**config.mk**
```make
export PLATFORM = sky130hd
export DESIGN_NAME = date_difference_in_days
export DESIGN_NICKNAME = d
export VERILOG_FILES = /design/src/rtl/dtdiff_pkg.sv /design/src/rtl/dtdiff_date_unit.sv /design/src/rtl/dtdiff_result.sv /design/src/rtl/date_difference_in_days.sv
export SDC_FILE = /design/constraint.sdc
export NUM_CORES = 1
export LEC_CHECK = 0
export BUFFER_PORTS_ARGS = -buffer_cell sky130_fd_sc_hd__buf_2
export CORE_UTILIZATION = 65
export DETAILED_ROUTE_END_ITERATION = 6
export PLACE_DENSITY = 0.83
export SLEW_MARGIN = 10
export SYNTH_ARGS = -nofsm -noshare
export SYNTH_HDL_FRONTEND = slang
export SYNTH_SLANG_ARGS = --single-unit
```
**constraint.sdc**
```tcl
create_clock -name clock -period 14.1 [get_ports clock]
set_input_delay 1.41 -clock clock [delete_from_list [all_inputs] [get_ports clock]]
set_output_delay 1.41 -clock clock [all_outputs]
set_load 0.02 [all_outputs]
```
**src/rtl/dtdiff_pkg.sv**
```systemverilog
// Shared widths, calendar tables and interface types for the date difference block.
`default_nettype none

package dtdiff_pkg;

   localparam int YEAR_W   = 14;
   localparam int MONTH_W  = 4;
   localparam int DAY_W    = 5;
   localparam int DIFF_W   = 23;
   localparam int DAYNUM_W = 23;
   localparam int SUM_W    = DAYNUM_W + 1;
   localparam int YY_W     = YEAR_W + 1;
   localparam int Q100_W   = 8;
   localparam int R100_W   = 7;
   localparam int QUART_W  = YY_W - 2;
   localparam int PROD_W   = 29;
   localparam int DB_W     = 9;

   localparam logic [YY_W-1:0]     YEAR_OFFSET  = YY_W'(399);
   localparam logic [PROD_W-1:0]   RECIP_25     = PROD_W'(41944);
   localparam int                  RECIP_SHIFT  = 20;
   localparam logic [YY_W-1:0]     HUNDRED      = YY_W'(100);
   localparam logic [R100_W-1:0]   CENTURY_REM  = R100_W'(99);
   localparam logic [DAYNUM_W-1:0] DAYS_PER_YR  = DAYNUM_W'(365);
   localparam logic [DAY_W-1:0]    FEB_LEAP_LEN = DAY_W'(29);
   localparam logic [MONTH_W-1:0]  MONTH_JAN    = MONTH_W'(1);
   localparam logic [MONTH_W-1:0]  MONTH_FEB    = MONTH_W'(2);
   localparam logic [MONTH_W-1:0]  MONTH_DEC    = MONTH_W'(12);

   localparam logic signed [SUM_W-1:0] DIFF_MAX = SUM_W'(4194303);
   localparam logic signed [SUM_W-1:0] DIFF_MIN = -SUM_W'(4194304);

   // Indexed directly by the month number; codes outside 1 to 12 read zero.
   localparam logic [DAY_W-1:0] MONTH_LEN [16] = '{
      5'd0, 5'd31, 5'd28, 5'd31, 5'd30, 5'd31, 5'd30, 5'd31,
      5'd31, 5'd30, 5'd31, 5'd30, 5'd31, 5'd0, 5'd0, 5'd0};

   localparam logic [DB_W-1:0] DAYS_BEFORE [16] = '{
      9'd0, 9'd0, 9'd31, 9'd59, 9'd90, 9'd120, 9'd151, 9'd181,
      9'd212, 9'd243, 9'd273, 9'd304, 9'd334, 9'd0, 9'd0, 9'd0};

   typedef struct packed {
      logic                ok;
      logic [DAYNUM_W-1:0] day_num;
   } date_info_type;

   typedef struct packed {
      logic valid;
      logic include_end;
   } stage_ctrl_type;

endpackage

`default_nettype wire

```
**src/rtl/dtdiff_date_unit.sv**
```systemverilog
// Two-stage conversion of one calendar date into a day number and a validity flag.
`default_nettype none

module dtdiff_date_unit (
   input  logic                          clock,
   input  logic [dtdiff_pkg::YEAR_W-1:0]  year,
   input  logic [dtdiff_pkg::MONTH_W-1:0] month,
   input  logic [dtdiff_pkg::DAY_W-1:0]   day,
   output dtdiff_pkg::date_info_type      info
);
   import dtdiff_pkg::*;

   logic [YY_W-1:0]     yy;
   logic [PROD_W-1:0]   prod;
   logic [DAYNUM_W-1:0] base_in;
   logic [YY_W-1:0]     yy_ff;
   logic [Q100_W-1:0]   q100_ff;
   logic [DAYNUM_W-1:0] base_ff;
   logic [MONTH_W-1:0]  month_ff;
   logic [DAY_W-1:0]    day_ff;

   logic [YY_W-1:0]     rem_full;
   logic [R100_W-1:0]   r100;
   logic                leap;
   logic [DAY_W-1:0]    len;
   logic                ok_in;
   logic [DAYNUM_W-1:0] num_in;
   date_info_type       info_ff;

   // The year divided by 100 is the quarter year divided by 25, by reciprocal.
   always_comb begin
      yy      = {1'b0, year} + YEAR_OFFSET;
      prod    = PROD_W'(yy[YY_W-1:2]) * RECIP_25;
      base_in = (DAYNUM_W'(yy) * DAYS_PER_YR) + DAYNUM_W'(yy[YY_W-1:2]);
   end

   always_ff @(posedge clock) begin
      yy_ff    <= yy;
      q100_ff  <= prod[RECIP_SHIFT+Q100_W-1:RECIP_SHIFT];
      base_ff  <= base_in;
      month_ff <= month;
      day_ff   <= day;
   end

   // The shifted year is 399 above the true one, so the leap test looks for
   // remainders of 3 modulo 4, 99 modulo 100 and 399 modulo 400.
   always_comb begin
      rem_full = yy_ff - (YY_W'(q100_ff) * HUNDRED);
      r100     = rem_full[R100_W-1:0];
      leap     = ((yy_ff[1:0] == 2'd3) && (r100 != CENTURY_REM)) ||
                 ((r100 == CENTURY_REM) && (q100_ff[1:0] == 2'd3));
      len      = MONTH_LEN[month_ff];
      if ((month_ff == MONTH_FEB) && leap) begin
         len = FEB_LEAP_LEN;
      end
      ok_in    = (month_ff >= MONTH_JAN) && (month_ff <= MONTH_DEC) &&
                 (day_ff != '0) && (day_ff <= len);
      num_in   = base_ff - DAYNUM_W'(q100_ff) + DAYNUM_W'(q100_ff[Q100_W-1:2]) +
                 DAYNUM_W'(DAYS_BEFORE[month_ff]) + DAYNUM_W'(day_ff) +
                 DAYNUM_W'((month_ff > MONTH_FEB) && leap);
   end

   always_ff @(posedge clock) begin
      info_ff.ok      <= ok_in;
      info_ff.day_num <= num_in;
   end

   assign info = info_ff;

endmodule

`default_nettype wire

```
**src/rtl/dtdiff_result.sv**
```systemverilog
// Signed difference of two day numbers with end-day adjustment, saturation and result register.
`default_nettype none

module dtdiff_result (
   input  logic                                    clock,
   input  logic                                    reset,
   input  dtdiff_pkg::stage_ctrl_type              ctrl,
   input  dtdiff_pkg::date_info_type               first,
   input  dtdiff_pkg::date_info_type               second,
   output logic                                    rsp_valid,
   output logic signed [dtdiff_pkg::DIFF_W-1:0]    rsp_day_difference,
   output logic                                    rsp_bad_date
);
   import dtdiff_pkg::*;

   logic signed [SUM_W-1:0]  diff;
   logic signed [SUM_W-1:0]  adj;
   logic signed [SUM_W-1:0]  sat;
   logic                     bad_in;
   logic signed [DIFF_W-1:0] value_in;
   logic                     valid_ff;
   logic signed [DIFF_W-1:0] value_ff;
   logic                     bad_ff;

   always_comb begin
      diff = $signed({1'b0, second.day_num}) - $signed({1'b0, first.day_num});
      adj  = diff;
      if (ctrl.include_end) begin
         if (diff < 0) begin
            adj = diff - SUM_W'(1);
         end else begin
            adj = diff + SUM_W'(1);
         end
      end
      priority if (adj > DIFF_MAX) begin
         sat = DIFF_MAX;
      end else if (adj < DIFF_MIN) begin
         sat = DIFF_MIN;
      end else begin
         sat = adj;
      end
      bad_in   = !(first.ok && second.ok);
      value_in = bad_in ? '0 : sat[DIFF_W-1:0];
   end

   always_ff @(posedge clock) begin
      if (reset) begin
         valid_ff <= 1'b0;
      end else begin
         valid_ff <= ctrl.valid;
      end
   end

   always_ff @(posedge clock) begin
      value_ff <= value_in;
      bad_ff   <= bad_in;
   end

   assign rsp_valid          = valid_ff;
   assign rsp_day_difference = value_ff;
   assign rsp_bad_date       = bad_ff;

endmodule

`default_nettype wire

```
**src/rtl/date_difference_in_days.sv**
```systemverilog
// Top level of the Gregorian date difference block: input register, date pipelines, result.
//
//   channel   handshake            payload
//   request   start, busy          req_first_*, req_second_*, req_include_end
//   response  rsp_valid (strobe)   rsp_day_difference, rsp_bad_date
//
// One transaction is taken in every cycle; busy stays low.
// The response strobe follows the accepting edge through the input register, the two
// date conversion stages and the result register, in that order.
// Reset clears the valid pipeline only; no transaction is in flight after it.
// The receiver cannot stall, so each response is shown for exactly one cycle.
`default_nettype none

module date_difference_in_days (
   input  logic                                 clock,
   input  logic                                 reset,
   input  logic                                 start,
   output logic                                 busy,
   input  logic [dtdiff_pkg::YEAR_W-1:0]        req_first_year,
   input  logic [dtdiff_pkg::MONTH_W-1:0]       req_first_month,
   input  logic [dtdiff_pkg::DAY_W-1:0]         req_first_day,
   input  logic [dtdiff_pkg::YEAR_W-1:0]        req_second_year,
   input  logic [dtdiff_pkg::MONTH_W-1:0]       req_second_month,
   input  logic [dtdiff_pkg::DAY_W-1:0]         req_second_day,
   input  logic                                 req_include_end,
   output logic                                 rsp_valid,
   output logic signed [dtdiff_pkg::DIFF_W-1:0] rsp_day_difference,
   output logic                                 rsp_bad_date
);
   import dtdiff_pkg::*;

   logic [YEAR_W-1:0]  first_year_ff;
   logic [MONTH_W-1:0] first_month_ff;
   logic [DAY_W-1:0]   first_day_ff;
   logic [YEAR_W-1:0]  second_year_ff;
   logic [MONTH_W-1:0] second_month_ff;
   logic [DAY_W-1:0]   second_day_ff;
   stage_ctrl_type     ctrl_in;
   stage_ctrl_type     ctrl0_ff;
   stage_ctrl_type     ctrl1_ff;
   stage_ctrl_type     ctrl2_ff;
   date_info_type      first_info;
   date_info_type      second_info;

   assign busy = 1'b0;

   always_comb begin
      ctrl_in.valid       = start && !busy;
      ctrl_in.include_end = req_include_end;
   end

   always_ff @(posedge clock) begin
      first_year_ff   <= req_first_year;
      first_month_ff  <= req_first_month;
      first_day_ff    <= req_first_day;
      second_year_ff  <= req_second_year;
      second_month_ff <= req_second_month;
      second_day_ff   <= req_second_day;
   end

   always_ff @(posedge clock) begin
      if (reset) begin
         ctrl0_ff <= '0;
         ctrl1_ff <= '0;
         ctrl2_ff <= '0;
      end else begin
         ctrl0_ff <= ctrl_in;
         ctrl1_ff <= ctrl0_ff;
         ctrl2_ff <= ctrl1_ff;
      end
   end

   dtdiff_date_unit u_first (
      .clock (clock),
      .year  (first_year_ff),
      .month (first_month_ff),
      .day   (first_day_ff),
      .info  (first_info)
   );

   dtdiff_date_unit u_second (
      .clock (clock),
      .year  (second_year_ff),
      .month (second_month_ff),
      .day   (second_day_ff),
      .info  (second_info)
   );

   dtdiff_result u_result (
      .clock              (clock),
      .reset              (reset),
      .ctrl               (ctrl2_ff),
      .first              (first_info),
      .second             (second_info),
      .rsp_valid          (rsp_valid),
      .rsp_day_difference (rsp_day_difference),
      .rsp_bad_date       (rsp_bad_date)
   );

   a_bad_gives_zero : assert property (@(posedge clock) disable iff (reset)
      (rsp_valid && rsp_bad_date) |-> (rsp_day_difference == '0))
      else $error("Invalid date produced a nonzero difference.");

   a_strobe_follows_start : assert property (@(posedge clock) disable iff (reset)
      rsp_valid |-> $past(start, 4))
      else $error("Response strobe without a matching request.");

   a_include_end_nonzero : assert property (@(posedge clock) disable iff (reset)
      (rsp_valid && !rsp_bad_date && $past(req_include_end, 4))
         |-> (rsp_day_difference != '0))
      else $error("Inclusive count of a valid pair came out as zero.");

endmodule

`default_nettype wire
```
==> key figures <==
GRT
  • Grt ovf: 0
  • Largest net degree at the start of global routing: 33
  • Vias in the first global route: 17370
  • First-pass GRT wire length: approximately 83 mm
  • Tot GR Track Use: 0.2812
  • Initial antenna violation count: 0

Floorplanning
  • FP Rows: 69
  • Die span in y: 192.6 um
  • I/O pin count: 76
  • Die ar.: 0.03710 mm^2
  • Initial core utilization: 0.6625
  • Die Span X: 192.6 um
  • Core footprint: 0.03566 mm^2

Yosys
  • Simple logic cell fraction of the synthesized area: 0.07782
  • Ys flop type: dfxtp_1
  • Main area contributors after synthesis: ha_1 25%, fa_1 22%, dfxtp_1 19%, inv_1 8.0%, xnor2_1 4.6%
  • Yosys warns: 0
  • Top cells by count, synth: 506 x inv_1, 477 x ha_1, 260 x fa_1, 219 x dfxtp_1, 125 x xnor2_1
  • Seq/Total Area, Yosys: 0.1856
  • FFs w/ async S/R, synth: 0
  • Synthesized instance count: 2425
  • Cell variety after synth: 77
  • Most frequent cell after synthesis: inv_1
  • Synth Net Count: 3212
  • Largest family of logic cells by synthesized area: adder cells
  • Flops & latches, synth: around 220
  • Avg Cell Area, Syn: between 9 and 10 um^2
  • Post-synth EDFFs: 0
  • Mux share of post-synthesis cell area: 0.009005
  • Synth Area in Adders: 0.4730
  • Synth Area in Compound Gates: 0.1075
  • Synth top area share: 0.2527
  • Area leader, netlist: ha_1
  • Post-Syn Area: 0.02362 mm^2
  • XOR/XNOR Fraction of Synth Area: 0.06341

Clocking
  • CTS tree: yes
  • Post-CTS setup buffers: 0
  • Worst-Skew Late Latency: 590 ps
  • CTS sink count: ~220
  • Clock buffer depth: 3
  • Root Driver: clkbuf_16
  • H-tree depth: 1
  • Total clock buffers created by CTS: 27
  • Clock Pin Slew Worst Setup and Hold Paths: 60 ps
  • # resized after CTS: 0
  • Hold_buf cts: 0

Worst setup path
  • Most common cell type on the critical path: inv_1
  • CP Max Fanout: 5
  • Worst path arrival time: 8180 ps
  • Crit path required time: 14540 ps
  • Crit end category: flop
  • CP Launch Type: flop
  • Cells on worst reg2reg path: 28
  • FF-to-FF setup slack: 6360 ps
  • Slowest-stage cell, CP: fa_1
  • Crit Path Class: reg2reg
  • RR Startpoint: second_year_ff[0]$_DFF_P_
  • Max incr delay on CP: approximately 610 ps
  • FF-to-FF End: u_second.q100_ff[7]$_DFF_P_

Timing
  • Post-layout worst setup margin: 6359 ps
  • RSZ-0062 raised after global routing: false
  • Clock skew: 27.93 ps
  • Final period utilization: 0.5490
  • Max_slew headroom: 0.3173
  • Final Setup Violations: 0
  • Final setup TNS: 0 ps
  • Final Hold Vio Count: 0
  • F_max: 0.1292 GHz
  • Min cycle time layout: 7741 ps
  • Least-Margin Pin Slew: 1017 ps
  • Final slew viol count: 0

Worst hold path
  • Hold Path End: u_second.month_ff[0]$_DFF_P_
  • Hold Startpoint: second_month_ff[0]$_DFF_P_
  • Hold Crit Class: reg2reg
  • Hold Path Cell Cnt: 0

Run
  • Max Cap Viol: 0

Routing
  • DRT Wirelength: 49.27 mm
  • Residual DRC count: 21
  • First-iteration detailed-routing DRC count: ~840
  • Post-DRT Antenna Nets: 0
  • Via Count: 16720
  • DRT Pass-1 Iters: 7
  • Wirelength per Cell: roughly 16 um
  • DR vias/cell: 5.569

Finish
  • Ant. Diodes: 0
  • Final core utilization: 0.7144
  • Layout area overhead: 7.845%
  • Final-stage net count: 3307
  • Final cell count without fillers: about 3000
  • Total of fill cells in the finished design: roughly 2600
  • Layout cells sized above 1: 0.06533

Placement
  • Place WS: 6529 ps
  • Buffers on Ports: 74
  • Placed instance count: 2952
  • Gpl congestion: 0.9480
  • Detail Placement HPWL: just over 40 mm

Run status
  • Failing checks: DRC
  • Outcome: complete, but fails checks
[kinds of logic after synthesis]
kind of cell               after synthesis
adders and majority gates              737
buffers and inverters                  520
AOI/OAI and AO/OA                      385
and+or+nand+nor                        371
DFF                                    219
xor gates and xnor gates               171
muxes                                   21
other                                    1
[per-layer routing]
metal,global-route usage,vias to the layer above,part of all wire
met5,0,-,0
met4,0.09358,0,0.034
met3,0.04674,98,0.056
met2,0.4661,405,0.47
met1,0.3724,8011,0.44
li1,-,8204,-
[registers in the layout (all words and copies together), names as in the netlist, 7 cells and up]
name	flops
second_year_ff	14
u_first.q100_ff	8
u_second.q100_ff	8
u_second.base_ff	23
u_first.info	24
u_first.base_ff	23
u_first.yy_ff	7
u_result.rsp_day_difference	23
first_year_ff	14
u_second.info	24
u_second.yy_ff	7
[layout make-up]
cell class	instances	area, um^2	share of cell area
Clock buffer	27	675.6	0.02652
Multi-Input combinational cell	1686	17270	0.6778
Inverter	507	1903	0.07471
Timing Repair Buffer	79	407.9	0.01601
Sequential cell	219	4384	0.1721
Tap cell	461	576.8	0.02264
Clock inverter	23	260.3	0.01022
[worst max path at each step]
stage,start,end,slack [ps],depth (start not counted)
4_1_cts,second_year_ff[0]$_DFF_P_,u_second.q100_ff[7]$_DFF_P_,6440,28
5_1_grt,second_year_ff[0]$_DFF_P_,u_second.q100_ff[7]$_DFF_P_,5890,28
3_5_place_dp,second_year_ff[0]$_DFF_P_,u_second.q100_ff[7]$_DFF_P_,6530,28
6_report,second_year_ff[0]$_DFF_P_,u_second.q100_ff[7]$_DFF_P_,6360,28
2_1_floorplan,first_year_ff[0]$_DFF_P_,u_first.q100_ff[7]$_DFF_P_,7500,27
3_3_place_gp,second_year_ff[0]$_DFF_P_,u_second.q100_ff[7]$_DFF_P_,6850,28
[placed cells by master, fill, tap and decap left out, types with 12 or more instances in the layout]
| cell | n |
|---|---|
| a21oi_1 | 117 |
| nand3_1 | 25 |
| and3_1 | 20 |
| clkbuf_16 | 27 |
| a31oi_1 | 17 |
| fa_1 | 260 |
| mux2i_1 | 19 |
| or3_1 | 12 |
| nor2b_1 | 27 |
| inv_1 | 506 |
| xor2_1 | 46 |
| a21o_1 | 39 |
| xnor2_1 | 125 |
| o21ai_0 | 71 |
| dfxtp_1 | 219 |
| o21a_1 | 28 |
| nor3_1 | 43 |
| ha_1 | 477 |
| o21bai_1 | 16 |
| nand2b_1 | 19 |
| nand2_1 | 73 |
| buf_2 | 74 |
| nor2_1 | 102 |
[critical path: cells and delay by family (launching register included)]
family / cells / cell delay [ps]
AOI/OAI and AO/OA: 6 / 1600
and+or+nand+nor: 5 / 1390
DFF: 1 / 320
xor gates and xnor gates: 2 / 630
adders and majority gates: 7 / 2850
buffers and inverters: 8 / 790
[through the flow]
| step | area [um^2] | hold slack [ps] |
|---|---|---|
| after floorplan | 23620 | 309.6 |
| after global placement | 24540 | 310.0 |
| after detailed placement | 24540 | 312.1 |
| after CTS | 25470 | 327.1 |
| after global routing | 25470 | 329.8 |
| final | 25470 | 325.3 |
Power is left out: the tool's default activity adds up to more than one toggle a clock period on the data nets, which glitch-free logic cannot reach.
